<file path="config.mk">
export PLATFORM = sky130hd
export DESIGN_NAME = mvna_front
export DESIGN_NICKNAME = d
export VERILOG_FILES = /design/src/sv/mvna_pkg.sv /design/src/sv/mvna_front.sv
export VERILOG_INCLUDE_DIRS = /design/src /design/src/sv
export SDC_FILE = /design/constraint.sdc
export NUM_CORES = 1
export LEC_CHECK = 0
export BUFFER_PORTS_ARGS = -buffer_cell sky130_fd_sc_hd__buf_4
export CORE_MARGIN = 5
export CORE_UTILIZATION = 53
export DETAILED_ROUTE_END_ITERATION = 8
export PLACE_DENSITY = 0.79
export SKIP_CTS_REPAIR_TIMING = 1
export SYNTH_ARGS = -nofsm -noshare
export SYNTH_HDL_FRONTEND = slang
export SYNTH_SLANG_ARGS = --single-unit
</file>
<file path="constraint.sdc">
create_clock -name clk -period 12.45 [get_ports clk]
set_clock_uncertainty 0.1 [all_clocks]
set_input_delay 0.6225 -clock clk [delete_from_list [all_inputs] [get_ports clk]]
set_output_delay 0.6225 -clock clk [all_outputs]
set_load 0.05 [all_outputs]
</file>
<file path="src/sv/assert_macros.svh">
// shared assertion macros
`ifndef ASSERT_MACROS_SVH
`define ASSERT_MACROS_SVH

// same-cycle implication
`define ASSERT_IMPLIES(lbl, clk, rst, a, c) \
  lbl: assert property (@(posedge clk) disable iff (rst) (a) |-> (c)) \
    else $error("same-cycle implication failed");

// next-cycle implication
`define ASSERT_NEXT(lbl, clk, rst, a, c) \
  lbl: assert property (@(posedge clk) disable iff (rst) (a) |=> (c)) \
    else $error("next-cycle implication failed");

`endif

</file>
<file path="src/sv/mvna_pkg.sv">
package mvna_pkg;

  localparam int MAX_VERTICES = 1024;
  localparam int VIDX_W       = $clog2(MAX_VERTICES);
  localparam int CNT_W        = VIDX_W + 1;
  localparam int COORD_BITS   = 16;
  localparam int WEIGHT_SHIFT = 48;
  localparam int LANES        = 3;

  localparam int EDGE_W    = COORD_BITS + 1;
  localparam int LEN_W     = 2 * EDGE_W;
  localparam int CROSS_W   = 2 * EDGE_W + 1;
  localparam int MAG_W     = 2 * EDGE_W;
  localparam int HALF_W    = LEN_W / 2;
  localparam int PP_W      = LEN_W + LEN_W - HALF_W;
  localparam int DEN_W     = 2 * LEN_W;
  localparam int NUM_W     = MAG_W + WEIGHT_SHIFT;
  localparam int QUO_W     = WEIGHT_SHIFT + 1;
  localparam int DIV_CNT_W = $clog2(NUM_W);

  localparam int SUM_W      = 64;
  localparam int NORM_W     = 31;
  localparam int PROD_W     = 2 * NORM_W;
  localparam int FRAC_SHIFT = 16;
  localparam int OUT_W      = 16;
  localparam int OUT_MAX    = 2 ** (OUT_W - 1) - 1;

  localparam int QDEPTH = 2;
  localparam int QPTR_W = $clog2(QDEPTH);
  localparam int QCNT_W = $clog2(QDEPTH + 1);

  localparam logic [1:0] CMD_WRITE = 2'd0;
  localparam logic [1:0] CMD_FACE  = 2'd1;
  localparam logic [1:0] CMD_READ  = 2'd2;

  typedef enum logic [1:0] {OP_WRITE, OP_FACE, OP_READ} op_t;

  typedef logic signed [COORD_BITS-1:0] coord_t;
  typedef logic [VIDX_W-1:0] vidx_t;
  typedef logic signed [SUM_W-1:0] sum_t;

  typedef struct packed {
    coord_t x;
    coord_t y;
    coord_t z;
  } vtx_t;

  typedef struct packed {
    op_t   op;
    vidx_t vertex_index;
    vtx_t  coord;
    vidx_t corner_a;
    vidx_t corner_b;
    vidx_t corner_c;
  } item_t;

  typedef struct packed {
    sum_t sx;
    sum_t sy;
    sum_t sz;
    logic pois;
  } acc_t;

  typedef struct packed {
    logic signed [OUT_W-1:0] normal_x;
    logic signed [OUT_W-1:0] normal_y;
    logic signed [OUT_W-1:0] normal_z;
    logic                    normal_defined;
  } result_t;

  typedef enum logic [4:0] {
    ST_IDLE, ST_LDA, ST_LDB, ST_LDC, ST_LDW, ST_EDGE, ST_PROD, ST_LEN,
    ST_MULA, ST_MULB, ST_MULC, ST_DIV, ST_DWAIT, ST_ACC,
    ST_RDA, ST_RDB, ST_MAX, ST_NORM, ST_SQ, ST_ROOT, ST_NDIV, ST_NWAIT,
    ST_NFIN, ST_OUT
  } state_t;

endpackage

</file>
<file path="src/sv/mvna_front.sv">
`include "assert_macros.svh"

module mvna_front (
  input  logic                           clk,
  input  logic                           rst,
  input  logic                           cfg_we,
  input  logic [mvna_pkg::CNT_W-1:0]     cfg_wdata,
  input  logic                           push,
  output logic                           full,
  input  logic [1:0]                     cmd,
  input  mvna_pkg::vidx_t                vertex_index,
  input  mvna_pkg::coord_t               coord_x,
  input  mvna_pkg::coord_t               coord_y,
  input  mvna_pkg::coord_t               coord_z,
  input  mvna_pkg::vidx_t                corner_a,
  input  mvna_pkg::vidx_t                corner_b,
  input  mvna_pkg::vidx_t                corner_c,
  output logic                           q_valid,
  output mvna_pkg::item_t                q_item,
  input  logic                           take
);
  import mvna_pkg::*;

  logic [CNT_W-1:0]  vertex_count;
  item_t             qmem [QDEPTH];
  logic [QPTR_W-1:0] wptr, rptr;
  logic [QCNT_W-1:0] qcount;
  logic              keep, enq;
  item_t             entry;

  always_comb begin
    entry.vertex_index = vertex_index;
    entry.coord.x      = coord_x;
    entry.coord.y      = coord_y;
    entry.coord.z      = coord_z;
    entry.corner_a     = corner_a;
    entry.corner_b     = corner_b;
    entry.corner_c     = corner_c;
    case (cmd)
      CMD_WRITE: begin
        entry.op = OP_WRITE;
        keep     = 1'b1;
      end
      CMD_FACE: begin
        entry.op = OP_FACE;
        // faces touching a vertex beyond the count in use are dropped
        keep     = (CNT_W'(corner_a) < vertex_count) && (CNT_W'(corner_b) < vertex_count) &&
                   (CNT_W'(corner_c) < vertex_count);
      end
      CMD_READ: begin
        entry.op = OP_READ;
        keep     = 1'b1;
      end
      default: begin
        entry.op = OP_WRITE;
        keep     = 1'b0;
      end
    endcase
  end

  assign full    = (qcount == QCNT_W'(QDEPTH));
  assign enq     = push && !full && keep;
  assign q_valid = (qcount != '0);
  assign q_item  = qmem[rptr];

  always_ff @(posedge clk) begin
    if (rst) begin
      vertex_count <= '0;
      wptr         <= '0;
      rptr         <= '0;
      qcount       <= '0;
    end else begin
      if (cfg_we) vertex_count <= cfg_wdata;
      if (enq) wptr <= wptr + 1'b1;
      if (take) rptr <= rptr + 1'b1;
      qcount <= qcount + QCNT_W'(enq) - QCNT_W'(take);
    end
  end

  always_ff @(posedge clk) begin
    if (enq) qmem[wptr] <= entry;
  end

  `ASSERT_IMPLIES(a_take_nonempty, clk, rst, take, qcount != '0)
  `ASSERT_NEXT(a_full_holds, clk, rst, full && !take, full)

endmodule

</file>
Yosys cells after proc, flatten, opt, wreduce, memory -nomap -nowiden:

Memory sizes are Yosys's and may differ from the RTL's. A register that Yosys moved wholly into a read port is not among the register bits.
Index checks and enable logic that the tools add are counted.

* flip-flop bits (word level): 15
* memory bits (writable): 180
* bits of input ports: 106
* output and inout port bits: 92
* logic and storage cells: 29
* memories: 1

* add/subtract/negate cells: 4
* order comparisons: 3
* equality and inequality tests: 3
* muxes and demuxes: 6
* reductions and logical operators: 8

Memories
* qmem: words 2, width 90, read ports 1, clocked after memory_dff 1, write ports 1, RTL line mvna_front.sv:25 `item_t qmem [QDEPTH];`

Operators with widths (count)
* $lt 10x11->1: 3
* $eq 2x2->1 const B: 2
* $logic_and 1x1->1: 4
* $mux 1: 4
* $pmux 2 s2: 1
* $add 1x1->1 const B: 2
* $add 2x1->2: 1
* $eq 2x1->1 const B: 1
* $logic_not 2->1: 1
* $pmux 1 s2: 1
* $reduce_bool 2->1: 1
* $reduce_or 2->1: 1
* $sub 2x1->2: 1
* $logic_not 1->1: 1

Logic depth before layout (Yosys ltp):

Gate-level depths: netlist (run 1).

* word-level depth: 7
* gate-level depth with buffers: 14
* gate-level depth less buffers: 14

Worst setup path after synthesis (run 1):

No wires, ideal clock.

* path type: in2reg
* start point: input corner_a[9]
* end point: memory qmem[1][0] (netlist bit), enable pin
* data arrival time: 8.307 ns
* required time: 11.682 ns
* setup slack: 3.375 ns
* stages: 7
* buffers on the path: 0
* cells stage by stage: ha_1 > or2b_2 > o22ai_1 > nor4_1 > nand4_1 > o21a_1 > nor3b_1

* cells in the longest elaborated chain, start to end: 7

Ends and longest elaborated chain
* from (decl): RTL line mvna_front.sv:15 `input mvna_pkg::vidx_t corner_a,`
* $lt 10x11->1: RTL line mvna_front.sv:47 `keep = (CNT_W'(corner_a) < vertex_count) && (CNT_W'(corner_b) < vertex_count) &&`
* $logic_and 1x1->1 (2 in series): RTL line mvna_front.sv:47
* $pmux 1 s2: RTL line mvna_front.sv:39 `case (cmd)`
* $logic_and 1x1->1: RTL line mvna_front.sv:62 `assign enq = push && !full && keep;`
* $mux 1: RTL line mvna_front.sv:81 `if (enq) qmem[wptr] <= entry;`
* $mux 1 (not written as such): RTL line mvna_front.sv:81
* to (decl): RTL line mvna_front.sv:25

Every way passes these cells.

Final worst setup path (run 1):

* start point: register vertex_count[6]
* end point: memory qmem[0][6] (netlist bit), enable pin

* cells in the longest elaborated chain, start to end: 7
* elaborated cells on any way between the ends: 9
* classes of those cells: 3 x order compare; 3 x mux; 3 x reduce/logical

Ends and longest elaborated chain
* from (decl): RTL line mvna_front.sv:24 `logic [CNT_W-1:0] vertex_count;`
* from (signal assigned): RTL line mvna_front.sv:73 `if (cfg_we) vertex_count <= cfg_wdata;`
* $lt 10x11->1: RTL line mvna_front.sv:47
* $logic_and 1x1->1: RTL line mvna_front.sv:47
* $logic_and 1x1->1 (*): RTL line mvna_front.sv:47
* $pmux 1 s2 (*): RTL line mvna_front.sv:39
* $logic_and 1x1->1 (*): RTL line mvna_front.sv:62
* $mux 1 (*): RTL line mvna_front.sv:81
* $mux 1 (not written as such) (*): RTL line mvna_front.sv:81

Every way passes the cells marked *; elsewhere a longest branch is shown, timed or not.

==> results by group, run 1 <==
Power
  – Leakage dissipation: 3.80 nW
  – VDD IR max: 0.0908 mV
  – Power density over the cells: 169 nW/um2

Setup path
  – Category of the worst setup path launch point: flop
  – Path depth of the worst reg2reg path: 9
  – Crit path from: vertex_count[6]
  – Startpoint of the worst register-to-register path: vertex_count[6]
  – Cell at the slowest stage of the critical path: buf_4
  – Highest net fanout along the worst path: 81
  – Crit. End Element: flop
  – Critical R2R Capture: qmem[0][6]
  – Crit path kind: flop to flop
  – WP data required: 12.39 ns
  – Crit path to: qmem[0][6]
  – Cell-by-cell listing of the critical path: inv_1, ha_1, a21oi_1, o32ai_1, nor4_1, nand4_1, o21a_1, nor3_2, buf_4
  – Slowest cell delay on critical path: 0.94 ns
  – Arrival time at the worst endpoint: 3.88 ns
  – Worst reg2reg setup slack: 8.50 ns

Min path
  – Hold Crit Class: primary input to flop

Clock tree
  – Maximum number of buffers from clock root to sink: 2
  – Clock root buffer: clkbuf_16
  – CTS H-tree lvls: 4
  – TritonCTS clock tree: done
  – CTS sink cnt: 196
  – Post-CTS clock slew at the launch and capture registers of the worst setup and hold paths: 0.07 ns
  – Clock insertion delay at the later pin of the skew report: 0.42 ns
  – Clock buffer count from CTS: 17

Layout
  – Net count of the finished layout: 771
  – Number of cells in the finished layout apart from fillers: 833
  – Area growth from synthesis to layout: 29.6%
  – Layout cells sized above 1: 50.1%
  – Final design area excluding fillers: 10000 um2
  – Antenna diode count: 0
  – Commonest cells after routing, fill and taps aside: buf_4 (201), edfxtp_1 (180), mux2_2 (90), ha_1 (29)
  – Commonest non-fill, non-tap cell in the layout: buf_4

Floorplanning
  – Horiz. Die Dim: 131 um
  – Total Die Area: 17100 um2
  – Initial core utilization: 53.7%
  – Die Height: 131 um
  – Placeable core region: 14400 um2
  – Std-Cell Rows: 44
  – I/O Pins: 198

GRT
  – Initial antenna violation count: 0
  – Wire length of the first global-routing pass: 23600 um
  – Largest net degree at the start of global routing: 82
  – Via count of the first global-routing pass: 4638
  – GR Util All Layers: 18.6%
  – GRT overflow: 0

STA
  – Pins over their slew limit: 0
  – Worst Max-Slew Pin Slew: 1.09 ns
  – Worst slew slack as a fraction of its limit: 27.6%
  – Part of the cycle the worst path needs: 31.7%
  – Worst setup margin: 8.50 ns
  – # setup viols final: 0
  – Setup_tns: 0 ns
  – Endpoints failing hold: 0
  – Highest clock rate: 253 MHz
  – RSZ-0062 raised after global routing: false
  – Clock period minus worst slack: 3.95 ns

Synthesis
  – Share of synthesized flip-flops with an asynchronous set or reset: 0%
  – Post-synthesis register bit count: 196
  – Post-synth EDFFs: 180
  – Net count after synthesis: 564
  – Warning count from the yosys run: 0
  – Post-Synthesis Mean Instance Area: 18.1 um2
  – Distinct cell type count after synthesis: 35
  – Number of instances in the synthesized netlist: 429
  – Post-Synthesis Cell Area: 7750 um2
  – Register area share after synthesis: 73.9%
  – Primary FF master, synth: edfxtp_1

Drt
  – Violation count after the first detailed-route iteration: 262
  – Via density per instance: 5.27
  – DR WL/cell: 19.3 um
  – Remaining DRCs: 0
  – WL final: 16100 um
  – Via count: 4387
  – Count of TritonRoute iterations in the first routing pass: 4
  – Remaining number of nets flagged by the antenna check after routing: 0

Run
  – Count of maximum capacitance violations: 0

Placement
  – Buffers added on ports: 197
  – Place WS: 8.20 ns
  – Cell Count Post-Placement: 801
  – Final RePlAce weighted congestion: 0.814
  – Detailed-placement wirelength estimate: 11300 um
  – Post-Place Cell Area: 9450 um2

Status
  – Result of the run: finished clean
## stage by stage
stage	utilization [%]	hold WS, ns	power [mW]
2_1_floorplan	-	0.360	1.06
3_3_place_gp	65.5	0.371	1.16
3_5_place_dp	65.5	0.390	1.17
4_1_cts	69.6	0.262	1.71
5_1_grt	69.6	0.260	1.76
6_report	69.6	0.286	1.70
## Yosys cell counts (4+ instances only)
cell      instances  area share (%)
ha_1             29             4.7
nand2_1           8            0.39
dfxtp_1          16             4.1
edfxtp_1        180              70
nor2_1           17            0.82
nor2b_1           5            0.40
mux2i_1          11             1.4
mux2_2           90              13
nand4_1           4            0.32
a21oi_1          10            0.65
inv_1            11            0.53
clkbuf_1         12            0.58
## critical path, delay by kind of cell, from the launching register on
| family | cells | cell delay, ns |
|---|---|---|
| AOI/OAI and AO/OA | 3 | 0.52 |
| adders and majority gates | 1 | 0.32 |
| buffers and inverters | 2 | 1.06 |
| DFF | 1 | 0.34 |
| and+or+nand+nor | 3 | 1.13 |
## kinds of logic after synthesis
logic type               Yosys count  synth area share (%)
buffers and inverters             24                  1.16
adder cells (fa/ha/maj)           29                  4.68
flip-flops                       196                  73.9
XOR/XNOR                           3                 0.339
multiplexers                     101                  14.5
AND/OR/NAND/NOR                   52                  3.39
AO/OA/AOI/OAI                     24                  2.02
## routing by layer
| layer | wire length (um) | share of wire, % | up-vias | GRT usage [%] |
|---|---|---|---|---|
| met5 | 0 | 0 | - | 0 |
| met4 | 305 | 1.9 | 0 | 7.20 |
| met3 | 1230 | 7.6 | 19 | 5.12 |
| met2 | 8040 | 50 | 163 | 30.9 |
| met1 | 6500 | 40 | 2130 | 23.3 |
| li1 | - | - | 2075 | - |
## worst min-delay path by stage
stage / endpoint / slack [ns] / start / cells past startpoint
5_1_grt: qmem[0][81] / 0.26 / vertex_index[3] / 1
6_report: qmem[0][79] / 0.29 / vertex_index[1] / 1
4_1_cts: qmem[0][79] / 0.26 / vertex_index[1] / 1
2_1_floorplan: vertex_count[1] / 0.36 / vertex_count[1] / 2
3_3_place_gp: vertex_count[3] / 0.37 / vertex_count[3] / 2
3_5_place_dp: vertex_count[2] / 0.39 / vertex_count[2] / 2
## power breakdown
group | internal [mW] | switching [mW]
Sequential | 0.777 | 0.0168
Combinational | 0.125 | 0.237
Clock | 0.315 | 0.225
Total | 1.22 | 0.479
## final cells by class
class	count	area (um2)
inverter	11	41.3
tap	184	230
timing repair buffer	201	1510
sequential	196	5730
clock inverter	13	156
fill	971	4380
multi-input combinational	209	1940
clock buffer	19	433
## sequential cells by signal, indices dropped and copies added, names as in the netlist, named ones only
signal	flops
vertex_count	11
qcount	2
rptr	1
qmem	180
wptr	1
No activity file was read; power rests on OpenSTA's default activity.
==> run 2: changes to the inputs <==
--- a/config.mk
+++ b/config.mk
@@ -8,9 +8,9 @@
 export LEC_CHECK = 0
 export BUFFER_PORTS_ARGS = -buffer_cell sky130_fd_sc_hd__buf_4
 export CORE_MARGIN = 5
-export CORE_UTILIZATION = 53
+export CORE_UTILIZATION = 48
 export DETAILED_ROUTE_END_ITERATION = 8
-export PLACE_DENSITY = 0.79
+export PLACE_DENSITY = 0.75
 export SKIP_CTS_REPAIR_TIMING = 1
 export SYNTH_ARGS = -nofsm -noshare
 export SYNTH_HDL_FRONTEND = slang
==> constraint.sdc (replaced) <==
create_clock -name clk -period 3.6 [get_ports clk]
set_clock_uncertainty 0.1 [all_clocks]
set_input_delay 0.18 -clock clk [delete_from_list [all_inputs] [get_ports clk]]
set_output_delay 0.18 -clock clk [all_outputs]
set_load 0.05 [all_outputs]
==> results by group, run 2 (same netlist as run 1, synthesis figures left out) <==
Drt
  – DR WL/cell: 18.9 um (-2.0%)
  – Violation count after the first detailed-route iteration: 260 (-0.76%)
  – Remaining number of nets flagged by the antenna check after routing: 0 (unchanged)
  – Via count: 4904 (+12%)
  – Via density per instance: 5.01 (-4.8%)
  – Count of TritonRoute iterations in the first routing pass: 4 (unchanged)
  – WL final: 18500 um (+15%)
  – Remaining DRCs: 0 (unchanged)

Floorplanning
  – Total Die Area: 18800 um2 (+9.6%)
  – Horiz. Die Dim: 137 um (+4.7%)
  – I/O Pins: 198 (unchanged)
  – Die Height: 137 um (+4.7%)
  – Initial core utilization: 48.8% (-4.9 points)
  – Std-Cell Rows: 46 (+4.5%)
  – Placeable core region: 15900 um2 (+10%)

Setup path
  – Highest net fanout along the worst path: 3 (-96%)
  – Category of the worst setup path launch point: primary input
  – Crit path kind: primary input to flop
  – Crit. End Element: flop
  – Path depth of the worst reg2reg path: 14 (+5)
  – Startpoint of the worst register-to-register path: vertex_count[4]
  – Crit path from: corner_b[8]
  – Arrival time at the worst endpoint: 3.33 ns (-0.55 ns)
  – WP data required: 3.81 ns (-8.58 ns)

Layout
  – Number of cells in the finished layout apart from fillers: 978 (+17%)
  – Total area of multi-input combinational cells: 2030 um2 (+4.3%)
  – Final design area excluding fillers: 11300 um2 (+12%)
  – Net count of the finished layout: 884 (+15%)
  – Area growth from synthesis to layout: 45.8%
  – Max FFs per register: 180 (unchanged)
  – Largest register by flop count: qmem
  – Layout cells sized above 1: 44.5% (-5.6 points)
  – Final core occ: 71.1% (+1.5 points)
  – Antenna diode count: 0 (unchanged)
  – Sequential cell area in the final layout: 5730 um2 (about the same)
  – Largest regs: qmem x180, vertex_count x11, qcount x2
  – FILL cells: 1065 (+9.7%)
  – Commonest cells after routing, fill and taps aside: buf_4 (201), edfxtp_1 (180), dlygate4sd3_1 (111), mux2_2 (90), ha_1 (25)
  – Commonest non-fill, non-tap cell in the layout: buf_4

Clock tree
  – Clock insertion delay at the later pin of the skew report: 0.42 ns (about the same)
  – TritonCTS clock tree: done
  – CTS H-tree lvls: 4 (unchanged)
  – Clock buffer count from CTS: 17 (unchanged)
  – Maximum number of buffers from clock root to sink: 2 (unchanged)
  – Post-CTS clock slew at the launch and capture registers of the worst setup and hold paths: 0.07 ns (about the same)
  – Clock root buffer: clkbuf_16
  – CTS sink cnt: 196 (unchanged)

Status
  – Result of the run: finished clean

GRT
  – GR met1 Demand/Resource: 21.3% (-2.0 points)
  – Wire length of the first global-routing pass: 24800 um (+4.8%)
  – GRT overflow: 0 (unchanged)
  – Global routing met2 resource utilization: 29.4% (-1.5 points)
  – GR Util All Layers: 17.7% (-0.94 points)
  – Via count of the first global-routing pass: 4838 (+4.3%)
  – Busiest layer in global routing: met2
  – Global routing usage on met3: 5.04% (-0.085 points)
  – Largest net degree at the start of global routing: 70 (-15%)
  – Initial antenna violation count: 0 (unchanged)

Power
  – Post-route total power: 5.95 mW (+250%)
  – Power density over the cells: 527 nW/um2 (+210%)
  – Leakage dissipation: 4.30 nW (+13%)
  – VDD IR max: 0.333 mV (+270%)

STA
  – Highest clock rate: 321 MHz
  – Worst slew slack as a fraction of its limit: 35.0% (+7.4 points)
  – Pins over their slew limit: 0 (unchanged)
  – Worst Max-Slew Pin Slew: 0.964 ns (-0.121 ns)
  – # setup viols final: 0 (unchanged)
  – Setup_tns: 0 ns (unchanged)
  – Endpoints failing hold: 0 (unchanged)
  – Part of the cycle the worst path needs: 86.6%
  – Clock period minus worst slack: 3.12 ns
  – RSZ-0062 raised after global routing: false

Min path
  – Min-Delay Startpoint: cfg_we
  – Hold Crit Class: primary input to flop
  – Worst hold stages: 3 (+2)

Placement
  – Post-Place Cell Area: 9620 um2 (+1.7%)
  – Detailed-placement wirelength estimate: 11800 um (+3.5%)
  – Cell Count Post-Placement: 835 (+4.2%)
  – Final RePlAce weighted congestion: 0.849 (+4.3%)
  – Buffers added on ports: 197 (unchanged)

Run
  – Count of maximum capacitance violations: 0 (unchanged)
run 2: layout make-up:
| class | count | share of cell area, % |
|---|---|---|
| sequential | 196 | 50.7 |
| timing repair buffer | 314 | 23.6 |
| multi-input combinational | 209 | 17.9 |
| clock buffer | 20 | 3.87 |
| tap | 216 | 2.39 |
| clock inverter | 12 | 1.15 |
| inverter | 11 | 0.366 |
run 2: final timing paths:
check                     to  slack, ns
min reg2reg  vertex_count[3]       0.41
min          vertex_count[3]       0.08
max                qcount[1]       0.48
max reg2reg        qcount[1]       0.53
run 2: report_power, final:
part | internal [mW] | switching (mW)
Clock | 1.02 | 0.787
Combinational | 0.533 | 0.849
Sequential | 2.69 | 0.0749
run 2: through the flow:
stage / worst slack (ns) / hold WS [ns]
floorplan: -0.737 / 0.179
global placement: 0.737 / 0.265
detailed placement: 0.549 / 0.267
CTS: 0.545 / -0.184
global route: 0.359 / 0.0886
finish: 0.481 / 0.0826
run 2: metal layers:
layer  vias to the layer above  wire length, um  part of all wire [%]
li1                       2297                -                     -
met1                      2404             7380                    40
met2                       180             9600                    52
met3                        23             1240                   6.7
met4                         0              274                   1.5
met5                         -                0                     0
run 2: worst max-delay path, stage by stage:
cell           delay, ns
dlygate4sd3_1       0.56
buf_4               0.15
ha_1                0.31
a21oi_1             0.15
o22ai_1             0.08
nor4_1              0.26
nand4_1             0.19
o21a_2              0.29
or2_1               0.24
ha_1                0.27
inv_1               0.05
ha_1                0.20
xnor2_1             0.20
xnor2_1             0.15
nor2_1              0.05
==> run 3: changes to the inputs <==
==> constraint.sdc (replaced) <==
create_clock -name clk -period 3.6 [get_ports clk]
set_clock_uncertainty 0.1 [all_clocks]
set_input_delay 0.18 -clock clk [delete_from_list [all_inputs] [get_ports clk]]
set_output_delay 0.18 -clock clk [all_outputs]
set_load 0.005 [all_outputs]
==> results by group, run 3 (same netlist as run 1, synthesis figures left out) <==
Clock tree
  – CTS sink cnt: 196 (unchanged)
  – Clock root buffer: clkbuf_16
  – Maximum number of buffers from clock root to sink: 2 (unchanged)
  – Clock insertion delay at the later pin of the skew report: 0.42 ns (about the same)
  – Clock buffer count from CTS: 17 (unchanged)
  – Post-CTS clock slew at the launch and capture registers of the worst setup and hold paths: 0.07 ns (about the same)
  – TritonCTS clock tree: done
  – CTS H-tree lvls: 4 (unchanged)

Floorplanning
  – Std-Cell Rows: 46 (unchanged)
  – Placeable core region: 15900 um2 (unchanged)
  – Die Height: 137 um (unchanged)
  – Initial core utilization: 48.8% (unchanged)
  – Total Die Area: 18800 um2 (unchanged)
  – I/O Pins: 198 (unchanged)
  – Horiz. Die Dim: 137 um (unchanged)

GRT
  – Wire length of the first global-routing pass: 25000 um (+1.1%)
  – GRT overflow: 0 (unchanged)
  – Largest net degree at the start of global routing: 57 (-19%)
  – Initial antenna violation count: 0 (unchanged)
  – Via count of the first global-routing pass: 4719 (-2.5%)
  – GR Util All Layers: 17.8% (+0.14 points)

Layout
  – Net count of the finished layout: 880 (-0.45%)
  – Largest register by flop count: qmem
  – Final design area excluding fillers: 11200 um2 (-0.41%)
  – Max FFs per register: 180 (unchanged)
  – Area growth from synthesis to layout: 45.2%
  – Commonest cells after routing, fill and taps aside: buf_4 (199), edfxtp_1 (180), dlygate4sd3_1 (108), mux2_2 (90), ha_1 (25)
  – Layout cells sized above 1: 44.5% (about the same)
  – Number of cells in the finished layout apart from fillers: 975 (-0.31%)
  – Commonest non-fill, non-tap cell in the layout: buf_4
  – Largest regs: qmem x180, vertex_count x11, qcount x2
  – Final core occ: 70.8% (-0.29 points)

Power
  – VDD IR max: 0.314 mV (-5.7%)
  – Leakage dissipation: 4.26 nW (-0.84%)
  – Power density over the cells: 480 nW/um2 (-8.8%)

Drt
  – Remaining DRCs: 0 (unchanged)
  – Count of TritonRoute iterations in the first routing pass: 6 (+2)
  – Remaining number of nets flagged by the antenna check after routing: 0 (unchanged)
  – Violation count after the first detailed-route iteration: 190 (-27%)
  – WL final: 18400 um (-0.40%)
  – Via count: 4876 (-0.57%)
  – Via density per instance: 5.00 (-0.27%)
  – DR WL/cell: 18.9 um (about the same)

Setup path
  – Crit. End Element: flop
  – WP data required: 3.81 ns (about the same)
  – Crit path kind: primary input to flop
  – Arrival time at the worst endpoint: 3.27 ns (-0.06 ns)
  – Category of the worst setup path launch point: primary input
  – Highest net fanout along the worst path: 3 (unchanged)

STA
  – Clock period minus worst slack: 3.06 ns (-0.0570 ns)
  – Highest clock rate: 327 MHz (+1.9%)
  – Worst slew slack as a fraction of its limit: 36.5% (+1.4 points)
  – # setup viols final: 0 (unchanged)
  – Pins over their slew limit: 0 (unchanged)
  – Setup_tns: 0 ns (unchanged)
  – Endpoints failing hold: 0 (unchanged)
  – Smallest hold slack: 0.0930 ns (+0.0104 ns)
  – RSZ-0062 raised after global routing: false
  – Part of the cycle the worst path needs: 85.1% (-1.6 points)
  – Worst Max-Slew Pin Slew: 0.943 ns (-0.0212 ns)

Placement
  – Detailed-placement wirelength estimate: 11900 um (+1.4%)
  – Post-Place Cell Area: 9620 um2 (about the same)
  – Buffers added on ports: 197 (unchanged)
  – Final RePlAce weighted congestion: 0.803 (-5.4%)
  – Cell Count Post-Placement: 834 (-0.12%)

Run
  – Count of maximum capacitance violations: 0 (unchanged)

Status
  – Result of the run: finished clean

Min path
  – Hold Crit Class: primary input to flop
[run 3: changes by cell type in the layout (fill, tap and decap cells not counted)]
cell           previous run  this run
buf_12                    2         3
dlygate4sd3_1           111       108
clkinv_1                  2         3
diode_2                   0         1
buf_4                   201       199
clkinvlp_4                3         4
bufinv_16                 2         1
clkinv_2                  1         0
[run 3: power by group]
group          leakage, nW  switching, mW  total (mW)  internal [mW]
Clock                0.250          0.784        1.74          0.953
Sequential            1.78         0.0654        2.75           2.69
Combinational         2.23          0.398       0.917          0.519
Total                 4.26           1.25        5.40           4.16
[run 3: metrics by stage]
step	power, mW	worst slack, ns
after floorplan	3.17	-0.737
final	5.40	0.538
after global routing	5.63	0.291
after detailed placement	3.62	0.571
after CTS	5.34	0.590
after global placement	3.58	0.739
[run 3: area by class of cell]
type                    count  area (um2)
flip-flops and latches    196        5730
fillers                  1061        4640
repair buffers            310        2640
multi-input cells         209        2030
clock buffers              20         437
well taps                 216         270
clock inverters            12         106
inverters                  11        41.3
diodes                      1        2.50
[run 3: final timing paths]
path	cells after the start	slack, ns	start	to
worst max-delay path	15	0.54	corner_b[8]	qcount[1]
worst min-delay path	3	0.09	cfg_we	vertex_count[9]
worst max register to register	14	0.60	vertex_count[8]	qcount[1]
worst min register to register	2	0.40	vertex_count[3]	vertex_count[3]
[run 3: worst max-delay path, cell delays in order]
cell           delay [ns]
dlygate4sd3_1        0.56
buf_4                0.15
ha_1                 0.31
a21oi_1              0.15
o22ai_1              0.09
nor4_1               0.22
nand4_1              0.17
o21a_2               0.29
or2_1                0.24
ha_1                 0.28
inv_1                0.04
ha_1                 0.19
xnor2_1              0.19
xnor2_1              0.15
nor2_1               0.05
[run 3: per-layer routing]
layer / vias up / GRT usage, % / routed length, um
met5: - / 0 / 0
met4: 0 / 4.38 / 232
met3: 16 / 6.07 / 1160
met2: 159 / 30.0 / 9600
met1: 2407 / 22.1 / 7430
li1: 2294 / - / -
